===== src/design/vmed_pkg.sv =====
// ---------------------------------------------------------------------------
// vmed_pkg: shared types and constants for the vector median block
// Row capacity, field widths and the controller/datapath command bundles.
// ---------------------------------------------------------------------------
`timescale 1ns / 1ps
`default_nettype none

package vmed_pkg;

    // Row capacity and derived widths
    localparam int MAX_LEN  = 64;
    localparam int FILL_W   = $clog2(MAX_LEN + 1);
    localparam int SAMPLE_W = 32;
    localparam int MED_W    = SAMPLE_W + 1;
    localparam int LEN_W    = 7;

    typedef logic [FILL_W-1:0] fill_t;

    // Commands from controller to datapath
    typedef struct packed {
        logic insert;   // take one sample word into the row
        logic shift;    // move the row one place toward entry zero
        logic emit;     // load the result register and start a new vector
    } vmed_cmd_t;

    // Status from datapath to controller
    typedef struct packed {
        fill_t fill;    // entries held for the current vector
    } vmed_status_t;

endpackage

`default_nettype wire


===== src/design/vmed_ctrl.sv =====
// ---------------------------------------------------------------------------
// vmed_ctrl: sequencer for the vector median block
// Accepts sample words, walks the sorted row to its middle and hands off
// the result to the output register.
// ---------------------------------------------------------------------------
`timescale 1ns / 1ps
`default_nettype none

module vmed_ctrl
    import vmed_pkg::*;
(
    input  wire logic         aclk,
    input  wire logic         aresetn,
    input  wire logic         s_valid,
    input  wire logic         s_last_sample,
    output logic              s_ready,
    output logic              m_valid,
    input  wire logic         m_ready,
    input  vmed_status_t      status,
    output vmed_cmd_t         cmd
);

    localparam logic [1:0] ST_ACCEPT = 2'd0;
    localparam logic [1:0] ST_LOAD   = 2'd1;
    localparam logic [1:0] ST_SHIFT  = 2'd2;

    logic [1:0] state_reg, state_next;
    fill_t      cnt_reg, cnt_next;
    logic       m_valid_reg, m_valid_next;
    logic       accept;
    logic       out_free;

    assign s_ready  = (state_reg == ST_ACCEPT);
    assign accept   = s_valid && s_ready;
    assign out_free = !m_valid_reg || m_ready;
    assign m_valid  = m_valid_reg;

    // Decode state into datapath commands
    always_comb begin
        cmd.insert = accept;
        cmd.shift  = (state_reg == ST_SHIFT) && (cnt_reg != '0);
        cmd.emit   = (state_reg == ST_SHIFT) && (cnt_reg == '0) && out_free;
    end

    // Next state, shift count and result valid
    always_comb begin
        state_next   = state_reg;
        cnt_next     = cnt_reg;
        m_valid_next = m_valid_reg;
        if (m_valid_reg && m_ready) begin
            m_valid_next = 1'b0;
        end
        unique case (state_reg)
            ST_ACCEPT: begin
                if (accept && s_last_sample) begin
                    state_next = ST_LOAD;
                end
            end
            ST_LOAD: begin
                // Shifts needed to bring the lower middle entry to place zero
                cnt_next   = (status.fill - fill_t'(1)) >> 1;
                state_next = ST_SHIFT;
            end
            ST_SHIFT: begin
                if (cnt_reg != '0) begin
                    cnt_next = cnt_reg - fill_t'(1);
                end else if (out_free) begin
                    m_valid_next = 1'b1;
                    state_next   = ST_ACCEPT;
                end
            end
            default: begin
                state_next = ST_ACCEPT;
            end
        endcase
    end

    always_ff @(posedge aclk) begin
        if (!aresetn) begin
            state_reg   <= ST_ACCEPT;
            cnt_reg     <= '0;
            m_valid_reg <= 1'b0;
        end else begin
            state_reg   <= state_next;
            cnt_reg     <= cnt_next;
            m_valid_reg <= m_valid_next;
        end
    end

endmodule

`default_nettype wire


===== config.mk =====
export PLATFORM = sky130hd
export DESIGN_NAME = vmed_ctrl
export DESIGN_NICKNAME = d
export VERILOG_FILES = /design/src/design/vmed_pkg.sv /design/src/design/vmed_ctrl.sv
export SDC_FILE = /design/constraint.sdc
export NUM_CORES = 1
export LEC_CHECK = 0
export BUFFER_PORTS_ARGS = -buffer_cell sky130_fd_sc_hd__buf_2
export CORE_AREA = 3 3 43 45
export CTS_CLUSTER_DIAMETER = 200
export DETAILED_ROUTE_END_ITERATION = 6
export DIE_AREA = 0 0 46 48
export PLACE_DENSITY = 0.72
export SLEW_MARGIN = 20
export SYNTH_ARGS = -nofsm -noshare
export SYNTH_HDL_FRONTEND = slang
export SYNTH_SLANG_ARGS = --single-unit

===== constraint.sdc =====
create_clock -name aclk -period 1.9 [get_ports aclk]
set_input_delay 0.285 -clock aclk [delete_from_list [all_inputs] [get_ports aclk]]
set_output_delay 0.285 -clock aclk [all_outputs]
set_load 0.005 [all_outputs]

After elaboration in Yosys (flattened, before gate mapping):

Cells that the tools add are included.

* register bits: 10
* bits of input ports: 12
* output and inout port bits: 5
* logic and storage cells: 35

* add/sub/neg operators: 2
* equality and inequality tests: 6
* muxes and demuxes: 10
* reductions and logical operators: 14

Operators by type and width (number)
* $pmux W7 S2: 1
* $sub A7 B1 Y7 const B: 2
* $logic_not A7 Y1: 1
* $mux W7: 1
* $reduce_bool A7 Y1: 1
* $logic_and A1 B1 Y1: 6
* $mux W2: 3
* $pmux W2 S3: 1
* $mux W1: 4
* $ne A2 B1 Y1 const B: 2
* $ne A2 B2 Y1 const B: 2
* $reduce_and A3 Y1: 1
* $eq A2 B1 Y1 const B: 1
* $eq A2 B2 Y1 const B: 1
* $logic_not A2 Y1: 1
* $reduce_and A2 Y1: 1
* $reduce_bool A2 Y1: 1
* $logic_not A1 Y1: 1
* $logic_or A1 B1 Y1: 1

Longest topological paths before layout:

Gate-level depths: netlist of run 1.

* word-level depth: 5
* gate-level depth with buffers: 6
* mapped depth without buffers: 6

Least setup slack after synthesis of run 1:

No wires, ideal clock.

* path kind: register to output
* from: reg cnt_reg[0]
* to: out cmd[0] (netlist name)
* arrival time: 1.189 ns
* data required time: 1.615 ns
* setup slack: 0.426 ns
* cell stages (with the launch flop): 6
* path buffers: 0
* path through: dfxtp_1 > inv_1 > ha_1 > nor4b_4 > nand2_1 > nor3b_1

RTL lines
* start: declaration: line vmed_ctrl.sv:28 `fill_t cnt_reg, cnt_next;`
* start signal: assignment: line vmed_ctrl.sv:85 `cnt_reg <= cnt_next;`
* end: declaration: line vmed_ctrl.sv:20 `output vmed_cmd_t cmd`

==> results of run 1 <==
==> power by group <==
part	switching [µW]	internal, µW
registers	23.9	224
logic	99.8	95.8
clock network	66.2	72.9
total	190	392
==> Yosys cell counts <==
cell,count
sky130_fd_sc_hd__inv_1,7
sky130_fd_sc_hd__o32ai_1,1
sky130_fd_sc_hd__mux2i_1,2
sky130_fd_sc_hd__o21ai_0,4
sky130_fd_sc_hd__buf_2,1
sky130_fd_sc_hd__nand3b_1,1
sky130_fd_sc_hd__or2b_1,1
sky130_fd_sc_hd__o41ai_1,1
sky130_fd_sc_hd__nor4b_4,1
sky130_fd_sc_hd__nand2_1,4
sky130_fd_sc_hd__and2_2,1
sky130_fd_sc_hd__nor3_2,1
sky130_fd_sc_hd__a211o_1,1
sky130_fd_sc_hd__ha_1,3
sky130_fd_sc_hd__clkbuf_1,1
sky130_fd_sc_hd__a31oi_1,3
sky130_fd_sc_hd__xnor2_1,4
sky130_fd_sc_hd__o2bb2ai_1,1
sky130_fd_sc_hd__and2_1,1
sky130_fd_sc_hd__xor2_1,2
sky130_fd_sc_hd__a21o_1,1
sky130_fd_sc_hd__nor3b_1,2
sky130_fd_sc_hd__or3_4,1
sky130_fd_sc_hd__buf_4,1
sky130_fd_sc_hd__nand2b_1,3
sky130_fd_sc_hd__a221oi_1,1
sky130_fd_sc_hd__a21oi_2,2
sky130_fd_sc_hd__dfxtp_1,10
sky130_fd_sc_hd__a21oi_1,4
sky130_fd_sc_hd__nor2b_1,1
sky130_fd_sc_hd__and3_1,1
sky130_fd_sc_hd__nand4b_1,2
sky130_fd_sc_hd__nor2_1,14
sky130_fd_sc_hd__a211oi_1,1
sky130_fd_sc_hd__nor2_2,1
sky130_fd_sc_hd__maj3_1,1
sky130_fd_sc_hd__nor4_1,1
sky130_fd_sc_hd__o21a_1,1
sky130_fd_sc_hd__o21bai_1,1
sky130_fd_sc_hd__nand3_1,3
==> kinds of logic (layout without fill, tap and decap cells) <==
family | after synthesis | in the layout | share of synthesized area [%]
fa+ha+maj | 4 | 4 | 6.38
buf+inv | 10 | 29 | 5.70
mux | 2 | 2 | 2.68
xor+xnor | 6 | 6 | 7.05
compound gates | 22 | 22 | 20.1
simple gates | 39 | 39 | 31.2
flops | 10 | 10 | 26.8
==> per-stage QoR <==
step           power, µW  utilization [%]  area, µm²
2_1_floorplan        378                -        746
3_3_place_gp         423             56.1        845
3_5_place_dp         427             56.1        845
4_1_cts              580             58.6        882
5_1_grt              622             59.1        891
6_report             582             59.1        891
==> layout make-up <==
| type | instances | area [µm²] |
|---|---|---|
| Clock buffer | 3 | 22.5 |
| Fill cell | 144 | 616 |
| Inverter | 7 | 26.3 |
| Multi-Input combinational cell | 73 | 518 |
| Sequential cell | 10 | 201 |
| Tap cell | 16 | 20.0 |
| Timing Repair Buffer | 19 | 103 |
==> critical path, cell delays in order (launching register included) <==
cell and delay [ns]:
sky130_fd_sc_hd__dfxtp_2 0.34, sky130_fd_sc_hd__inv_1 0.08, sky130_fd_sc_hd__ha_1 0.15, sky130_fd_sc_hd__nor4b_4 0.24, sky130_fd_sc_hd__nand2_2 0.12, sky130_fd_sc_hd__nor3b_2 0.21
sky130_fd_sc_hd__buf_2 0.14
==> timing repair <==
action / 4_1_cts / 5_1_grt
setup buffers: 1 / 0
setup endpoints to repair: 1 / 2
gates resized for setup: 1 / 3
pin swaps: 0 / 1
==> cells in the final DEF (no fill, tap or decap), types with 2 or more instances in the layout <==
cell type	instances
sky130_fd_sc_hd__mux2i_1	2
sky130_fd_sc_hd__a31oi_1	3
sky130_fd_sc_hd__dfxtp_1	9
sky130_fd_sc_hd__ha_1	3
sky130_fd_sc_hd__a21oi_1	4
sky130_fd_sc_hd__inv_1	7
sky130_fd_sc_hd__nor2_1	14
sky130_fd_sc_hd__xor2_1	2
sky130_fd_sc_hd__xnor2_1	4
sky130_fd_sc_hd__o21ai_0	4
sky130_fd_sc_hd__nand2_1	3
sky130_fd_sc_hd__nand3_1	3
sky130_fd_sc_hd__buf_4	3
sky130_fd_sc_hd__nand4b_1	2
sky130_fd_sc_hd__buf_2	16
sky130_fd_sc_hd__nand2b_1	3
sky130_fd_sc_hd__clkbuf_4	3
==> path summary, 6_finish.rpt <==
kind	from	to	slack, ns	cells past startpoint
setup / recovery	cnt_reg[0]	cmd[0]	0.07	6
hold / removal	s_last_sample	state_reg[0]	0.26	2
setup reg to reg	state_reg[1]	cnt_reg[4]	0.32	4
hold reg to reg	cnt_reg[0]	cnt_reg[0]	0.58	2
==> per-layer routing <==
layer	track usage (%)	up-vias
met2	28.3	17
met3	6.77	2
met4	1.70	0
met1	23.8	329
li1	-	369
met5	0	-
==> impl_results.html, run 1 <==
<table>
<tr><th>Metric</th><th>Value</th></tr>
<tr><th colspan="2">Status</th></tr>
<tr><td>Outcome</td><td>finished clean</td></tr>
<tr><th colspan="2">Routing</th></tr>
<tr><td>Routed wirelength normalized by instance count</td><td>13.7 µm</td></tr>
<tr><td>Uppermost metal layer occupied by signal nets</td><td>met4</td></tr>
<tr><td>Met3 wire len</td><td>85 µm</td></tr>
<tr><td>Detailed router's first-iteration violation count</td><td>18</td></tr>
<tr><td>Routed WL</td><td>1.75 mm</td></tr>
<tr><td>Post-Route M1 WL</td><td>803 µm</td></tr>
<tr><td>Total met2 wirelength after detailed routing</td><td>854 µm</td></tr>
<tr><td>Vias per Instance</td><td>5.60</td></tr>
<tr><td>Via count of the routed design</td><td>717</td></tr>
<tr><td>First-pass DRT Iterations</td><td>4</td></tr>
<tr><td>DRC</td><td>0</td></tr>
<tr><td>Routed Antenna Nets</td><td>0</td></tr>
<tr><th colspan="2">STA</th></tr>
<tr><td>Number of hold violations in the final report</td><td>0</td></tr>
<tr><td>Post-route worst setup slack</td><td>0.0741 ns</td></tr>
<tr><td>Setup-violating endpoint count in the final report</td><td>0</td></tr>
<tr><td>Smallest hold slack</td><td>0.259 ns</td></tr>
<tr><td>Measured slew at the worst slew-check pin</td><td>0.536 ns</td></tr>
<tr><td>Post-route setup TNS</td><td>0 ns</td></tr>
<tr><td>Top achievable clock speed</td><td>0.548 GHz</td></tr>
<tr><td>Slew Viols, Final</td><td>0</td></tr>
<tr><td>Worst clock skew on the final layout</td><td>0.00204 ns</td></tr>
<tr><td>Crit path time final</td><td>1.83 ns</td></tr>
<tr><td>Worst slew margin relative to its limit</td><td>64.0%</td></tr>
<tr><td>Period utilisation layout</td><td>96.1%</td></tr>
<tr><th colspan="2">Power and ir drop</th></tr>
<tr><td>Cell leakage power</td><td>0.000386 µW</td></tr>
<tr><td>Maximum vdd ir drop</td><td>0.486 mV</td></tr>
<tr><td>Pwr per Cell Area</td><td>653 mW/mm²</td></tr>
<tr><th colspan="2">Yosys</th></tr>
<tr><td>Count of yosys warnings during synthesis</td><td>0</td></tr>
<tr><td>Number of unique standard cell types used by synthesis</td><td>40</td></tr>
<tr><td>Post-synthesis cell type with the largest combined area</td><td>sky130_fd_sc_hd__dfxtp_1</td></tr>
<tr><td>Mean instance size in the synthesized netlist</td><td>8.02 µm²</td></tr>
<tr><td>Seq cells post-synth</td><td>10</td></tr>
<tr><td>Net count after synthesis</td><td>108</td></tr>
<tr><td>Synth top area cells</td><td>sky130_fd_sc_hd__dfxtp_1, sky130_fd_sc_hd__nor2_1, sky130_fd_sc_hd__ha_1, sky130_fd_sc_hd__xnor2_1, sky130_fd_sc_hd__inv_1</td></tr>
<tr><td>Combined area of all synthesized cells</td><td>746 µm²</td></tr>
<tr><td>Post-Synthesis Cells</td><td>93</td></tr>
<tr><td>Yosys top cell area share</td><td>26.8%</td></tr>
<tr><td>Seq/Total Area, Yosys</td><td>26.8%</td></tr>
<tr><th colspan="2">Placement</th></tr>
<tr><td>Placed wire-length estimate</td><td>1.30 mm</td></tr>
<tr><td>Final weighted congestion in routability-driven placement</td><td>0.770</td></tr>
<tr><td>IO Port Bufs</td><td>16</td></tr>
<tr><td>Placed Instances</td><td>124</td></tr>
<tr><td>Pre-CTS WS</td><td>0.202 ns</td></tr>
<tr><th colspan="2">Global route</th></tr>
<tr><td>Number of global-route vias before repair</td><td>607</td></tr>
<tr><td>Initial antenna violation count</td><td>0</td></tr>
<tr><td>Maximum number of pins on one net before global-route repair</td><td>14</td></tr>
<tr><td>First-pass GRT wire length</td><td>2.73 mm</td></tr>
<tr><td>Aggregate global-route resource usage</td><td>17.8%</td></tr>
<tr><td>Overflow left after global routing</td><td>0</td></tr>
<tr><th colspan="2">Finish</th></tr>
<tr><td>Non-filler cells, final</td><td>128</td></tr>
<tr><td>Largest register FFs</td><td>7</td></tr>
<tr><td>Ratio of cells with drive above 1 in the final layout</td><td>28.6%</td></tr>
<tr><td>Diode insertion count for antenna repair</td><td>0</td></tr>
<tr><td>Synth-to-layout area growth</td><td>19.5%</td></tr>
<tr><td>Net count, final</td><td>129</td></tr>
<tr><th colspan="2">Floorplan</th></tr>
<tr><td>Standard cell core area</td><td>0.00151 mm²</td></tr>
<tr><td>Die outline area</td><td>0.00221 mm²</td></tr>
<tr><td>Top-Level Pins</td><td>17</td></tr>
<tr><td>Die Height</td><td>48 µm</td></tr>
<tr><td>Die X</td><td>46 µm</td></tr>
<tr><td>Std-Cell Rows</td><td>14</td></tr>
<tr><td>Starting density of the core</td><td>49.5%</td></tr>
<tr><th colspan="2">Critical path</th></tr>
<tr><td>Data arrival time of the critical path</td><td>1.54 ns</td></tr>
<tr><td>CP required</td><td>1.62 ns</td></tr>
<tr><td>Endpoint type of the worst setup path</td><td>output pin</td></tr>
<tr><td>Startpoint type of the worst setup path</td><td>register</td></tr>
<tr><td>Crit-path max FO</td><td>4</td></tr>
<tr><td>Type of the worst setup path</td><td>reg2out</td></tr>
<tr><th colspan="2">Clocking</th></tr>
<tr><td>Cts bufs inserted</td><td>3</td></tr>
<tr><td>Number of sinks driven by the clock tree</td><td>10</td></tr>
<tr><td>Clock insertion delay at the later pin of the skew report</td><td>0.26 ns</td></tr>
<tr><td>TritonCTS clock tree</td><td>yes</td></tr>
<tr><td>Clock tree buffer depth</td><td>2</td></tr>
<tr><td>Number of buffers added to fix hold violations after cts</td><td>0</td></tr>
<tr><td>Buffer type at the clock tree root</td><td>sky130_fd_sc_hd__clkbuf_4</td></tr>
<tr><td>Clock transition at the registers of the reported paths</td><td>0.06 ns</td></tr>
<tr><td>Htree depth</td><td>1</td></tr>
<tr><th colspan="2">Job</th></tr>
<tr><td>Maximum Capacitance Violations</td><td>0</td></tr>
<tr><th colspan="2">Worst hold path</th></tr>
<tr><td>Hold Path Class</td><td>in2reg</td></tr>
</table>
No activity file was read; power rests on OpenSTA's default activity.
==> run 2: changes to the inputs <==
Settings changed: CORE_AREA 3 3 43 45 to 2 2 42 44, DIE_AREA 0 0 46 48 to 0 0 44 46, REMOVE_ABC_BUFFERS from default to 1.
==> run 2 against run 1 <==
  * Worst setup slack better by 0.0016 ns
  * Total power increased by 9.1%
  * Critical path depth unchanged
  * Sequential power is essentially flat
  * Combinational power about the same
  * Non-clock buffer count decreased by 2
  * First-iteration DRC count is 28% lower
==> impl_results.html, run 2 (same netlist as run 1, synthesis figures left out) <==
<table>
<tr><th>Metric</th><th>Value</th></tr>
<tr><th colspan="2">STA</th></tr>
<tr><td>Setup-violating endpoint count in the final report</td><td>0 (unchanged)</td></tr>
<tr><td>Worst slew margin relative to its limit</td><td>67.7% (+3.8 points)</td></tr>
<tr><td>Measured slew at the worst slew-check pin</td><td>0.483 ns (-0.0524 ns)</td></tr>
<tr><td>Crit path time final</td><td>1.82 ns (-0.00156 ns)</td></tr>
<tr><td>Worst clock skew on the final layout</td><td>0.00529 ns (+0.00325 ns)</td></tr>
<tr><td>Number of hold violations in the final report</td><td>0 (unchanged)</td></tr>
<tr><td>Slew Viols, Final</td><td>0 (unchanged)</td></tr>
<tr><td>Period utilisation layout</td><td>96.0% (about the same)</td></tr>
<tr><td>Top achievable clock speed</td><td>0.548 GHz (about the same)</td></tr>
<tr><th colspan="2">Placement</th></tr>
<tr><td>Final weighted congestion in routability-driven placement</td><td>0.782 (+1.5%)</td></tr>
<tr><td>IO Port Bufs</td><td>16 (unchanged)</td></tr>
<tr><td>Placed wire-length estimate</td><td>1.28 mm (-1.4%)</td></tr>
<tr><th colspan="2">Global route</th></tr>
<tr><td>Overflow left after global routing</td><td>0 (unchanged)</td></tr>
<tr><td>Maximum number of pins on one net before global-route repair</td><td>16 (+2)</td></tr>
<tr><td>First-pass GRT wire length</td><td>2.71 mm (-0.77%)</td></tr>
<tr><td>Number of global-route vias before repair</td><td>625 (+3.0%)</td></tr>
<tr><td>Aggregate global-route resource usage</td><td>18.6% (+0.76 points)</td></tr>
<tr><td>Busiest layer in global routing</td><td>met2</td></tr>
<tr><td>Met2 routing resource usage after global routing</td><td>33.5% (+5.2 points)</td></tr>
<tr><td>Met1 Resource Use GR</td><td>20.8% (-3.0 points)</td></tr>
<tr><td>Initial antenna violation count</td><td>0 (unchanged)</td></tr>
<tr><td>Met3 layer usage reported by global route</td><td>7.54% (+0.77 points)</td></tr>
<tr><th colspan="2">Worst hold path</th></tr>
<tr><td>Hold Path Class</td><td>in2reg</td></tr>
<tr><th colspan="2">Power and ir drop</th></tr>
<tr><td>Total power of the final layout</td><td>635 µW (+9.1%)</td></tr>
<tr><td>Pwr per Cell Area</td><td>713 mW/mm² (+9.1%)</td></tr>
<tr><td>Maximum vdd ir drop</td><td>0.535 mV (+9.9%)</td></tr>
<tr><td>Cell leakage power</td><td>0.000382 µW (-0.90%)</td></tr>
<tr><th colspan="2">Critical path</th></tr>
<tr><td>Data arrival time of the critical path</td><td>1.54 ns (about the same)</td></tr>
<tr><td>Crit-path max FO</td><td>5 (+1)</td></tr>
<tr><td>Startpoint type of the worst setup path</td><td>register</td></tr>
<tr><td>Type of the worst setup path</td><td>reg2out</td></tr>
<tr><td>Kind of cell adding the most delay to the critical path</td><td>buffers and inverters</td></tr>
<tr><td>CP required</td><td>1.62 ns (about the same)</td></tr>
<tr><td>Endpoint type of the worst setup path</td><td>output pin</td></tr>
<tr><td>Worst path bufs/invs</td><td>3 (+1)</td></tr>
<tr><td>Cell with the largest stage delay on the worst path</td><td>sky130_fd_sc_hd__dfxtp_2</td></tr>
<tr><td>Maximum cell stage delay along the critical path</td><td>0.37 ns (+0.03 ns)</td></tr>
<tr><td>Crit-path cells</td><td>inv_1 -&gt; ha_1 -&gt; nor4b_4 -&gt; buf_4 -&gt; a21oi_4 -&gt; buf_2</td></tr>
<tr><th colspan="2">Routing</th></tr>
<tr><td>Vias per Instance</td><td>5.60 (unchanged)</td></tr>
<tr><td>Routed Antenna Nets</td><td>0 (unchanged)</td></tr>
<tr><td>Routed wirelength normalized by instance count</td><td>13.7 µm (about the same)</td></tr>
<tr><td>Detailed router's first-iteration violation count</td><td>13 (-5)</td></tr>
<tr><td>Via count of the routed design</td><td>717 (unchanged)</td></tr>
<tr><td>DRC</td><td>0 (unchanged)</td></tr>
<tr><td>Routed WL</td><td>1.75 mm (about the same)</td></tr>
<tr><td>First-pass DRT Iterations</td><td>5 (+1)</td></tr>
<tr><th colspan="2">Floorplan</th></tr>
<tr><td>Die Height</td><td>46 µm (-4.2%)</td></tr>
<tr><td>Starting density of the core</td><td>46.2% (-3.3 points)</td></tr>
<tr><td>Die outline area</td><td>0.00202 mm² (-8.3%)</td></tr>
<tr><td>Top-Level Pins</td><td>17 (unchanged)</td></tr>
<tr><td>Std-Cell Rows</td><td>15 (+1)</td></tr>
<tr><td>Standard cell core area</td><td>0.00161 mm² (+7.1%)</td></tr>
<tr><td>Die X</td><td>44 µm (-4.3%)</td></tr>
<tr><th colspan="2">Finish</th></tr>
<tr><td>Largest register FFs</td><td>7 (unchanged)</td></tr>
<tr><td>Number of filler instances in the final layout</td><td>141 (-2.1%)</td></tr>
<tr><td>Leading cell type in the layout, fill and taps excluded</td><td>sky130_fd_sc_hd__buf_2</td></tr>
<tr><td>Fraction of the core area covered by cells at the end of the flow</td><td>55.2% (-3.9 points)</td></tr>
<tr><td>Ratio of cells with drive above 1 in the final layout</td><td>27.9% (-0.64 points)</td></tr>
<tr><td>Synth-to-layout area growth</td><td>19.5% (unchanged)</td></tr>
<tr><td>Diode insertion count for antenna repair</td><td>0 (unchanged)</td></tr>
<tr><td>Highest-count cells in the layout ignoring fill and taps</td><td>sky130_fd_sc_hd__buf_2, sky130_fd_sc_hd__nor2_1, sky130_fd_sc_hd__dfxtp_1, sky130_fd_sc_hd__inv_1</td></tr>
<tr><td>Net count, final</td><td>127 (-1.6%)</td></tr>
<tr><th colspan="2">Clocking</th></tr>
<tr><td>Clock tree buffer depth</td><td>2 (unchanged)</td></tr>
<tr><td>Cts bufs inserted</td><td>3 (unchanged)</td></tr>
<tr><td>Number of buffers added to fix hold violations after cts</td><td>0 (unchanged)</td></tr>
<tr><td>Clock insertion delay at the later pin of the skew report</td><td>0.27 ns (about the same)</td></tr>
<tr><td>Buffer type at the clock tree root</td><td>sky130_fd_sc_hd__clkbuf_4</td></tr>
<tr><td>Htree depth</td><td>1 (unchanged)</td></tr>
<tr><td>Clock transition at the registers of the reported paths</td><td>0.07 ns (about the same)</td></tr>
<tr><td>TritonCTS clock tree</td><td>yes</td></tr>
<tr><td>Number of sinks driven by the clock tree</td><td>10 (unchanged)</td></tr>
<tr><th colspan="2">Status</th></tr>
<tr><td>Outcome</td><td>finished clean</td></tr>
<tr><th colspan="2">Job</th></tr>
<tr><td>Maximum Capacitance Violations</td><td>0 (unchanged)</td></tr>
</table>
[run 2: timing repair]
action,CTS,global route
resized for setup,0,4
pin swaps,0,0
setup endpoints to repair,1,2
gates cloned,0,0
setup buffers,1,0
[run 2: final timing paths]
check,startpoint,to,slack (ns),depth (start not counted)
setup / recovery,cnt_reg[0],cmd[1],0.08,6
hold reg to reg,cnt_reg[6],cnt_reg[6],0.58,2
hold / removal,s_last_sample,state_reg[0],0.24,2
setup reg to reg,cnt_reg[0],cnt_reg[0],0.28,7
[run 2: layout make-up]
type	count	area, µm²	area share (%)
well taps	17	21.3	2.39
flip-flops and latches	10	201	22.6
multi-input cells	73	518	58.1
repair buffers	17	87.6	9.83
inverters	7	26.3	2.95
clock buffers	4	36.3	4.07
[run 2: metal layers]
metal | part of all wire (%) | up-vias
met1 | 44 | 333
met4 | 0 | 0
met3 | 4.6 | 0
met5 | 0 | -
met2 | 52 | 19
li1 | - | 365
[run 2: where the power goes]
part | switching (µW) | total [µW] | internal (µW)
clock | 76.4 | 193 | 116
combinational | 101 | 195 | 93.2
sequential | 24.3 | 248 | 223
[run 2: stage by stage]
step	cells	cell area, µm²	TNS, ns	hold WS [ns]	setup WS [ns]
6_report	128	891	0	0.240	0.0757
3_5_place_dp	123	831	0	0.515	0.226
2_1_floorplan	90	729	0	0.423	0.426
3_3_place_gp	123	831	0	0.515	0.291
5_1_grt	128	891	-0.00410	0.246	-0.00410
4_1_cts	128	875	0	0.237	0.00368
